$ cat config.mk
export PLATFORM = sky130hd
export DESIGN_NAME = byte_ring_fifo_peek_trim_unit_flat
export DESIGN_NICKNAME = d
export VERILOG_FILES = /design/src/rtl/core/brf_pkg.sv /design/src/rtl/core/brf_channels.sv /design/src/rtl/core/brf_ring_ram.sv /design/src/rtl/core/byte_ring_fifo_peek_trim_unit.sv /design/src/flat_wrapper.sv
export SDC_FILE = /design/constraint.sdc
export NUM_CORES = 2
export LEC_CHECK = 0
export ABC_AREA = 1
export BUFFER_PORTS_ARGS = -buffer_cell sky130_fd_sc_hd__buf_2
export CAP_MARGIN = 30
export CORE_UTILIZATION = 55
export DETAILED_ROUTE_END_ITERATION = 6
export MAX_ROUTING_LAYER = met4
export PLACE_DENSITY = 0.7
export SYNTH_ARGS = -nofsm -noshare
export SYNTH_HDL_FRONTEND = slang
export SYNTH_SLANG_ARGS = --single-unit
export TNS_END_PERCENT = 20
$ cat constraint.sdc
create_clock -name clk -period 10.6 [get_ports clk]
set_input_delay 2.12 -clock clk [delete_from_list [all_inputs] [get_ports clk]]
set_output_delay 2.12 -clock clk [all_outputs]
set_load 0.01 [all_outputs]
$ cat src/rtl/core/brf_pkg.sv
package brf_pkg;

  localparam int OPC_W  = 3;
  localparam int BYTE_W = 8;
  localparam int OFS_W  = 8;
  localparam int CNT_W  = 9;
  localparam int SZ_W   = 9;
  localparam int ST_W   = 2;

  // operation codes
  localparam logic [OPC_W-1:0] OP_WRITE      = 3'd0;
  localparam logic [OPC_W-1:0] OP_READ       = 3'd1;
  localparam logic [OPC_W-1:0] OP_PEEK       = 3'd2;
  localparam logic [OPC_W-1:0] OP_DROP_FRONT = 3'd3;
  localparam logic [OPC_W-1:0] OP_DROP_BACK  = 3'd4;

  // status codes
  localparam logic [ST_W-1:0] ST_OK    = 2'd0;
  localparam logic [ST_W-1:0] ST_EMPTY = 2'd1;
  localparam logic [ST_W-1:0] ST_RANGE = 2'd2;
  localparam logic [ST_W-1:0] ST_FULL  = 2'd3;

  localparam logic [SZ_W-1:0] RING_SIZE_RST = 9'd256;

endpackage

$ cat src/rtl/core/brf_channels.sv
interface brf_in_if import brf_pkg::*; ();
  logic              valid;
  logic              ready;
  logic [OPC_W-1:0]  opcode;
  logic [BYTE_W-1:0] data_byte;
  logic [OFS_W-1:0]  peek_offset;
  logic [CNT_W-1:0]  erase_count;

  modport source (output valid, opcode, data_byte, peek_offset, erase_count, input ready);
  modport sink   (input valid, opcode, data_byte, peek_offset, erase_count, output ready);
endinterface

interface brf_out_if import brf_pkg::*; ();
  logic              valid;
  logic              ready;
  logic [BYTE_W-1:0] read_byte;
  logic [ST_W-1:0]   status;
  logic [SZ_W-1:0]   used_count;
  logic [SZ_W-1:0]   free_count;

  modport source (output valid, read_byte, status, used_count, free_count, input ready);
  modport sink   (input valid, read_byte, status, used_count, free_count, output ready);
endinterface

interface brf_cfg_if import brf_pkg::*; ();
  logic            valid;
  logic            ready;
  logic [SZ_W-1:0] ring_size;

  modport source (output valid, ring_size, input ready);
  modport sink   (input valid, ring_size, output ready);
endinterface

$ cat src/rtl/core/brf_ring_ram.sv
module brf_ring_ram import brf_pkg::*; #(
  parameter int DEPTH = 256
) (
  input  logic                     clk,
  input  logic                     we,
  input  logic [$clog2(DEPTH)-1:0] waddr,
  input  logic [BYTE_W-1:0]        wdata,
  input  logic                     re,
  input  logic [$clog2(DEPTH)-1:0] raddr,
  output logic [BYTE_W-1:0]        rdata
);

  logic [BYTE_W-1:0] mem [DEPTH];

  // write port
  always_ff @(posedge clk) begin
    if (we) begin
      mem[waddr] <= wdata;
    end
  end

  // registered read port, holds its data until the next read
  always_ff @(posedge clk) begin
    if (re) begin
      rdata <= mem[raddr];
    end
  end

endmodule

$ cat src/rtl/core/byte_ring_fifo_peek_trim_unit.sv
// Channel   Dir  Handshake       Payload
// in_if     in   valid / ready   opcode, data_byte, peek_offset, erase_count
// out_if    out  valid / ready   read_byte, status, used_count, free_count
// cfg_if    in   valid / ready   ring_size (cfg_if.ready is always high)
//
// In the accept cycle a transaction updates the pointers, writes the ring
// RAM and issues its read; its result is parked, and when the output
// register frees, the registered RAM data moves into the output register.
// A new transaction is taken in the cycle in which that parked result
// moves, so the unit sustains one transaction per cycle while out_if drains.
// A stalled output holds the finished result; one more transaction is then
// accepted and parked until the output register frees.
// Reset (rst_n low, synchronous) empties the ring and sets ring_size to 256;
// the RAM contents are not cleared, and no clearing pass is needed.
module byte_ring_fifo_peek_trim_unit import brf_pkg::*; #(
  parameter int DEPTH = 256
) (
  input  logic      clk,
  input  logic      rst_n,
  brf_in_if.sink    in_if,
  brf_out_if.source out_if,
  brf_cfg_if.sink   cfg_if
);

  // The ring size register is 9 bits, so no pointer ever goes past 510.
  localparam int SIZE_MAX = (DEPTH < 511) ? DEPTH : 511;
  localparam int PW       = $clog2(SIZE_MAX);
  localparam int AW       = $clog2(DEPTH);

  typedef enum logic {S_IDLE, S_FIN} state_t;

  state_t            state_r;
  logic [SZ_W-1:0]   ring_size_r;
  logic [PW-1:0]     wp_r, rp_r;
  logic              full_r;

  // parked result of the transaction in flight
  logic [ST_W-1:0]   pend_status_r;
  logic [SZ_W-1:0]   pend_used_r;
  logic [SZ_W-1:0]   pend_free_r;
  logic              pend_rd_r;

  // output register
  logic              out_valid_r;
  logic [BYTE_W-1:0] out_byte_r;
  logic [ST_W-1:0]   out_status_r;
  logic [SZ_W-1:0]   out_used_r;
  logic [SZ_W-1:0]   out_free_r;

  // next-state values for an accepted transaction
  logic [PW-1:0]     wp_nxt, rp_nxt;
  logic              full_nxt;
  logic [ST_W-1:0]   status_nxt;
  logic              rd_nxt;
  logic [PW-1:0]     rd_ptr;
  logic [SZ_W-1:0]   used_nxt;

  logic [SZ_W-1:0]   size_eff;
  logic [SZ_W-1:0]   wp9, rp9, used_now;
  logic [SZ_W:0]     peek_sum, peek_wrap, front_sum, front_wrap;
  logic [SZ_W-1:0]   wp_inc;

  logic              acc_in, acc_cfg, slot_free, load_out, ram_we, ram_re;
  logic [BYTE_W-1:0] ram_q;

  function automatic logic [SZ_W-1:0] used_of(input logic            full,
                                              input logic [SZ_W-1:0] wp,
                                              input logic [SZ_W-1:0] rp,
                                              input logic [SZ_W-1:0] size);
    logic [SZ_W-1:0] u;
    if (full) begin
      u = size;
    end else if (wp >= rp) begin
      u = wp - rp;
    end else begin
      u = size - rp + wp;
    end
    return u;
  endfunction

  assign acc_in    = in_if.valid && in_if.ready;
  assign acc_cfg   = cfg_if.valid && cfg_if.ready;
  assign slot_free = !out_valid_r || out_if.ready;
  assign load_out  = (state_r == S_FIN) && slot_free;

  assign in_if.ready  = (state_r == S_IDLE) || slot_free;
  assign cfg_if.ready = 1'b1;

  // Clamp the ring size: zero acts as one, anything above DEPTH as DEPTH.
  always_comb begin
    if (ring_size_r == '0) begin
      size_eff = SZ_W'(1);
    end else if (32'(ring_size_r) > DEPTH) begin
      size_eff = SZ_W'(DEPTH);
    end else begin
      size_eff = ring_size_r;
    end
  end

  assign wp9      = SZ_W'(wp_r);
  assign rp9      = SZ_W'(rp_r);
  assign used_now = used_of(full_r, wp9, rp9, size_eff);

  // Sums stay below twice the ring size, so one subtract wraps them.
  assign wp_inc     = (wp9 + SZ_W'(1) == size_eff) ? '0 : wp9 + SZ_W'(1);
  assign peek_sum   = {1'b0, rp9} + (SZ_W+1)'(in_if.peek_offset);
  assign peek_wrap  = (peek_sum >= {1'b0, size_eff}) ? peek_sum - {1'b0, size_eff} : peek_sum;
  assign front_sum  = {1'b0, rp9} + {1'b0, in_if.erase_count};
  assign front_wrap = (front_sum >= {1'b0, size_eff}) ? front_sum - {1'b0, size_eff} : front_sum;

  always_comb begin
    wp_nxt     = wp_r;
    rp_nxt     = rp_r;
    full_nxt   = full_r;
    status_nxt = ST_OK;
    rd_nxt     = 1'b0;
    rd_ptr     = rp_r;
    ram_we     = 1'b0;
    case (in_if.opcode)
      OP_WRITE: begin
        if (full_r) begin
          status_nxt = ST_FULL;
        end else begin
          ram_we   = acc_in;
          wp_nxt   = PW'(wp_inc);
          full_nxt = (PW'(wp_inc) == rp_r);
        end
      end
      OP_READ: begin
        if (used_now == '0) begin
          status_nxt = ST_EMPTY;
        end else begin
          rd_nxt   = 1'b1;
          rp_nxt   = PW'((rp9 + SZ_W'(1) == size_eff) ? '0 : rp9 + SZ_W'(1));
          full_nxt = 1'b0;
        end
      end
      OP_PEEK: begin
        if (used_now == '0) begin
          status_nxt = ST_EMPTY;
        end else if (SZ_W'(in_if.peek_offset) >= used_now) begin
          status_nxt = ST_RANGE;
        end else begin
          rd_nxt = 1'b1;
          rd_ptr = PW'(peek_wrap);
        end
      end
      OP_DROP_FRONT: begin
        if (in_if.erase_count == '0 || in_if.erase_count >= used_now) begin
          rp_nxt = wp_r;
        end else begin
          rp_nxt = PW'(front_wrap);
        end
        full_nxt = 1'b0;
      end
      OP_DROP_BACK: begin
        if (in_if.erase_count == '0 || in_if.erase_count >= used_now) begin
          rp_nxt = wp_r;
        end else if (wp9 >= in_if.erase_count) begin
          wp_nxt = PW'(wp9 - in_if.erase_count);
        end else begin
          // wrap below zero: the count exceeds the head, so the head goes back from the top of the ring
          wp_nxt = PW'(size_eff - (in_if.erase_count - wp9));
        end
        full_nxt = 1'b0;
      end
      default: begin
        // unknown opcode: report counts, change nothing
      end
    endcase
  end

  assign used_nxt = used_of(full_nxt, SZ_W'(wp_nxt), SZ_W'(rp_nxt), size_eff);
  assign ram_re   = acc_in && rd_nxt;

  brf_ring_ram #(
    .DEPTH (DEPTH)
  ) u_ram (
    .clk   (clk),
    .we    (ram_we),
    .waddr (AW'(wp_r)),
    .wdata (in_if.data_byte),
    .re    (ram_re),
    .raddr (AW'(rd_ptr)),
    .rdata (ram_q)
  );

  // Pointers and ring size; a configuration write empties the ring.
  always_ff @(posedge clk) begin
    if (!rst_n) begin
      ring_size_r <= RING_SIZE_RST;
      wp_r        <= '0;
      rp_r        <= '0;
      full_r      <= 1'b0;
    end else if (acc_cfg) begin
      ring_size_r <= cfg_if.ring_size;
      wp_r        <= '0;
      rp_r        <= '0;
      full_r      <= 1'b0;
    end else if (acc_in) begin
      wp_r        <= wp_nxt;
      rp_r        <= rp_nxt;
      full_r      <= full_nxt;
    end
  end

  // Sequencer with parked result and output register.
  always_ff @(posedge clk) begin
    if (!rst_n) begin
      state_r     <= S_IDLE;
      out_valid_r <= 1'b0;
    end else begin
      if (acc_in) begin
        state_r <= S_FIN;
      end else if (load_out) begin
        state_r <= S_IDLE;
      end

      if (load_out) begin
        out_valid_r <= 1'b1;
      end else if (out_if.ready) begin
        out_valid_r <= 1'b0;
      end

      // park the result of the accepted transaction
      if (acc_in) begin
        pend_status_r <= status_nxt;
        pend_used_r   <= used_nxt;
        pend_free_r   <= size_eff - used_nxt;
        pend_rd_r     <= rd_nxt;
      end

      // advance the parked result, merging the RAM data for read and peek
      if (load_out) begin
        out_byte_r   <= pend_rd_r ? ram_q : '0;
        out_status_r <= pend_status_r;
        out_used_r   <= pend_used_r;
        out_free_r   <= pend_free_r;
      end
    end
  end

  assign out_if.valid      = out_valid_r;
  assign out_if.read_byte  = out_byte_r;
  assign out_if.status     = out_status_r;
  assign out_if.used_count = out_used_r;
  assign out_if.free_count = out_free_r;

endmodule

$ cat src/flat_wrapper.sv
// flat-port wrapper written by rule: the top's interface ports become plain ports
module byte_ring_fifo_peek_trim_unit_flat import brf_pkg::*;
#(
  parameter int DEPTH = 256
)
  (clk, rst_n, in_if_valid, in_if_opcode, in_if_data_byte, in_if_peek_offset, in_if_erase_count, in_if_ready, out_if_valid, out_if_read_byte, out_if_status, out_if_used_count, out_if_free_count, out_if_ready, cfg_if_valid, cfg_if_ring_size, cfg_if_ready);
  brf_in_if in_if_i ();
  brf_out_if out_if_i ();
  brf_cfg_if cfg_if_i ();
  input  logic clk;
  input  logic rst_n;
  input wire logic [$bits(in_if_i.valid)-1:0] in_if_valid;
  input wire logic [$bits(in_if_i.opcode)-1:0] in_if_opcode;
  input wire logic [$bits(in_if_i.data_byte)-1:0] in_if_data_byte;
  input wire logic [$bits(in_if_i.peek_offset)-1:0] in_if_peek_offset;
  input wire logic [$bits(in_if_i.erase_count)-1:0] in_if_erase_count;
  output wire logic [$bits(in_if_i.ready)-1:0] in_if_ready;
  output wire logic [$bits(out_if_i.valid)-1:0] out_if_valid;
  output wire logic [$bits(out_if_i.read_byte)-1:0] out_if_read_byte;
  output wire logic [$bits(out_if_i.status)-1:0] out_if_status;
  output wire logic [$bits(out_if_i.used_count)-1:0] out_if_used_count;
  output wire logic [$bits(out_if_i.free_count)-1:0] out_if_free_count;
  input wire logic [$bits(out_if_i.ready)-1:0] out_if_ready;
  input wire logic [$bits(cfg_if_i.valid)-1:0] cfg_if_valid;
  input wire logic [$bits(cfg_if_i.ring_size)-1:0] cfg_if_ring_size;
  output wire logic [$bits(cfg_if_i.ready)-1:0] cfg_if_ready;
  assign in_if_i.valid = in_if_valid;
  assign in_if_i.opcode = in_if_opcode;
  assign in_if_i.data_byte = in_if_data_byte;
  assign in_if_i.peek_offset = in_if_peek_offset;
  assign in_if_i.erase_count = in_if_erase_count;
  assign in_if_ready = in_if_i.ready;
  assign out_if_valid = out_if_i.valid;
  assign out_if_read_byte = out_if_i.read_byte;
  assign out_if_status = out_if_i.status;
  assign out_if_used_count = out_if_i.used_count;
  assign out_if_free_count = out_if_i.free_count;
  assign out_if_i.ready = out_if_ready;
  assign cfg_if_i.valid = cfg_if_valid;
  assign cfg_if_i.ring_size = cfg_if_ring_size;
  assign cfg_if_ready = cfg_if_i.ready;
  byte_ring_fifo_peek_trim_unit #(.DEPTH(DEPTH)) u_core (.clk(clk), .rst_n(rst_n), .in_if(in_if_i), .out_if(out_if_i), .cfg_if(cfg_if_i));
endmodule
==> flow_metrics.tcl <==
set metrics [dict create \
    dp_hpwl_um 146000 \
    hold_class "flop to flop" \
    worst_hold_slack_ns 0.416 \
    fin_crit_sh_pct 88.0 \
    postSynthCellCount 7517 \
    worstPathRequired_ns 11.21 \
    crit_cells 54 \
    synth_flop_cell "edfxtp_1" \
    finalHoldViolCount 0 \
    syn-num-nets 7699 \
    clk_path_buf_depth 3 \
    core-area_mm2 0.168 \
    holdBufCountCts 0 \
    synthToLayoutAreaGrowth_pct 9.54 \
    vias_per_cell 6.26 \
    clkPwrFrac_pct 36.1 \
    cts_setup_buffers 0 \
    drc_errors 0 \
    slew_headroom_pct 24.6 \
    clock-sinks 2133 \
    clock_skew_ns 0.0494 \
    cts_made_buffers 211 \
    row_count 150 \
    antenna_found_initial 6 \
    worst_path_max_delay_cell "dfxtp_1" \
    reg2reg_slack_ns 1.27 \
    antenna_left 0 \
    setup_viol 0 \
    n_fill_cell 12983 \
    drtPass1Iterations 6 \
    cp.arrival_ns 9.94 \
    worst_pin_slew_ns 1.13 \
    io-pin-count 73 \
    synth_edf_count 2105 \
    htree_levels 4 \
    first_global_vias 58597 \
    crit_end "u_core.pend_free_r[8]" \
    dr.first_iter.drc_count 7650 \
    powerDensity_mw_per_mm2 197 \
    io_buffers 71 \
    cp_max_fo 18 \
    grt_start_max_net_pins 200 \
    tns_ns 0 \
    internal_power_mw 14.5 \
    slew_violations 0 \
    p_sw_mw 5.69 \
    timing.rr.end "u_core.pend_free_r[8]" \
    wl_per_cell_um 25.9 \
    drt_wl_total_um 254000 \
    cp-end-kind "flop" \
    ys_seq_area_share_pct 68.3 \
    ys_types 60 \
    sw_frac_of_total_pct 28.2 \
    start_kind "flop" \
    fin_total_pwr_mw 20.2 \
    ys_ff_latch 2133 \
    die_y_um 414 \
    p_leak_nw 33.9 \
    fin_nets 7595 \
    reg2reg_from "u_core.wp_r[2]" \
    cts-resized-gates 0 \
    power_frac_comb_pct 17.5 \
    path_buf_inv 9 \
    syn_avg_cell_area_um2 12.4 \
    critPathTopFamily "simple AND/OR/NAND/NOR gates" \
    min_period_ns 9.33 \
    overflow 0 \
    startpoint "u_core.wp_r[2]" \
    dieArea_mm2 0.171 \
    seqPwrFrac_pct 46.4 \
    clk_pin_slew_ns 0.06 \
    die-width_um 414 \
    start_util_pct 55.7 \
    gp_congestion 0.959 \
    drv_cap 0 \
    outcome "finished, final reports clean" \
    grt_first_pass_wirelength_um 378000 \
    r2r_cells 54 \
    async_flop_share_pct 0 \
    drive_above_1_share_pct 13.8 \
    cts_root_buffer "clkbuf_16" \
    cts_tree "yes" \
    grt_use_total_pct 30.1 \
    synthesis.area_mm2 0.0934 \
    insertion_delay_ns 0.87 \
    irDropWorstVdd_uv 167 \
    path_common_cell "nand2_1" \
    max_stage_delay_ns 0.76 \
    ys_warn_count 0 \
    critical_path_class "flop to flop" \
    vias 61343 \
    clock.fmax_mhz 107 \
    rsz0062_at_grt "no" \
]
[per-stage QoR]
step / setup slack [ns] / utilization [%] / cell area, um^2 / std cells
final: 1.27 / 61.0 / 102000 / 9801
after global routing: 0.389 / 61.0 / 102000 / 9798
after CTS: 1.36 / 60.9 / 102000 / 9792
after detailed placement: 1.29 / 56.9 / 95500 / 9401
after global placement: 1.26 / 56.9 / 95500 / 9391
after floorplan: 2.54 / - / 93400 / 7517
[logic make-up (layout without fill, tap and decap cells)]
family / after synthesis / after routing / synth area share, %
AOI/OAI and AO/OA: 1589 / 1589 / 11.1
xor gates and xnor gates: 77 / 77 / 0.722
adders and majority gates: 140 / 140 / 2.11
buffers and inverters: 851 / 925 / 3.89
DFF: 2133 / 2133 / 68.3
muxes: 2 / 2 / 0.0214
other: 1 / 7 / 0.00402
and+or+nand+nor: 2724 / 2724 / 13.9
[registers in the layout (all words and copies together) (netlist names)]
name and cells:
u_core.pend_used_r 9, u_core.out_if.status 2, u_core.pend_free_r 9, u_core.pend_rd_r 1
u_core.ring_size_r 9, u_core.out_if.valid 1, u_core.full_r 1, u_core.state_r 1
u_core.out_if.used_count 9, u_core.u_ram.rdata 8, u_core.out_if.read_byte 8, u_core.pend_status_r 2
u_core.rp_r 8, u_core.u_ram.mem 2048, u_core.wp_r 8, u_core.out_if.free_count 9
[layout make-up]
type | count | area (um^2) | share of cell area (%)
antenna | 6 | 15.0 | 0.0147
clock buffer | 256 | 5490 | 5.37
clock inverter | 135 | 1210 | 1.18
inverter | 348 | 1350 | 1.32
multi-input combinational | 4533 | 26100 | 25.5
sequential | 2133 | 63800 | 62.3
tap | 2204 | 2760 | 2.70
timing repair buffer | 186 | 1600 | 1.57
[cells in the mapped netlist (all sizes together), types with 3 or more instances]
cell | count | area share (%)
a211oi | 5 | 0.040
a21o | 5 | 0.040
a21oi | 100 | 0.55
a31oi | 5 | 0.047
buf | 251 | 1.4
clkbuf | 252 | 1.0
clkinv | 15 | 0.060
dfxtp | 28 | 0.60
edfxtp | 2105 | 68
fa | 29 | 0.62
ha | 111 | 1.5
inv | 333 | 1.3
nand2 | 643 | 2.6
nand3 | 970 | 5.2
nand3b | 3 | 0.024
nand4 | 21 | 0.15
nor2 | 542 | 2.2
nor3 | 23 | 0.12
nor4 | 4 | 0.027
o211ai | 747 | 6.0
o21ai | 571 | 3.1
o21bai | 138 | 1.1
o22ai | 3 | 0.020
o31ai | 4 | 0.032
or2 | 515 | 3.5
xnor2 | 25 | 0.23
xor2 | 52 | 0.49
[power groups by stage]
stage	combinational (mW)	clock (mW)	sequential (mW)
after floorplan	2.34	0	9.54
after global placement	3.44	0	9.55
after detailed placement	3.49	0	9.55
after CTS	3.50	7.34	9.37
after global routing	3.84	7.65	9.37
final	3.54	7.29	9.37
[worst reg2reg max path, delay by kind of cell (launching register included)]
family          cells  cell delay (ns)
simple gates       28             2.86
fa+ha+maj           6             2.26
compound gates     10             1.77
buf+inv             9             1.28
flops               1             0.76
xor+xnor            1             0.18
[layer usage]
metal,up-vias,routed length (um),GRT usage (%)
met2,2968,120000,45.6
met1,30405,104000,41.3
met3,439,22800,5.30
met5,-,0,-
met4,0,7770,10.0
li1,27531,-,-
[worst min-delay path by stage]
stage	from	end	slack [ns]	depth (start not counted)
floorplan	u_core.pend_free_r[0]	u_core.out_if.free_count[0]	0.40	0
global placement	u_core.pend_used_r[3]	u_core.out_if.used_count[3]	0.41	0
detailed placement	u_core.pend_free_r[1]	u_core.out_if.free_count[1]	0.41	0
CTS	u_core.pend_free_r[2]	u_core.out_if.free_count[2]	0.42	0
global route	u_core.pend_free_r[4]	u_core.out_if.free_count[4]	0.42	0
finish	u_core.pend_free_r[2]	u_core.out_if.free_count[2]	0.42	0
[cells in the final DEF, fill, tap and decap left out, types with 34 or more instances in the layout]
master	Yosys	routed
nand3_1	963	955
xor2_1	52	52
clkbuf_16	0	213
nand2_1	628	621
or2_2	438	438
clkinv_1	15	57
buf_2	171	67
o21ai_0	404	403
clkinv_2	0	54
a21oi_1	98	98
edfxtp_1	2105	2105
o21ai_1	155	152
inv_2	34	34
o21bai_1	138	138
o211ai_1	746	746
nor2_1	532	530
ha_1	111	111
or2_1	57	57
buf_4	22	85
inv_1	297	295
clkbuf_1	228	43
No activity file was read; power rests on OpenSTA's default activity.
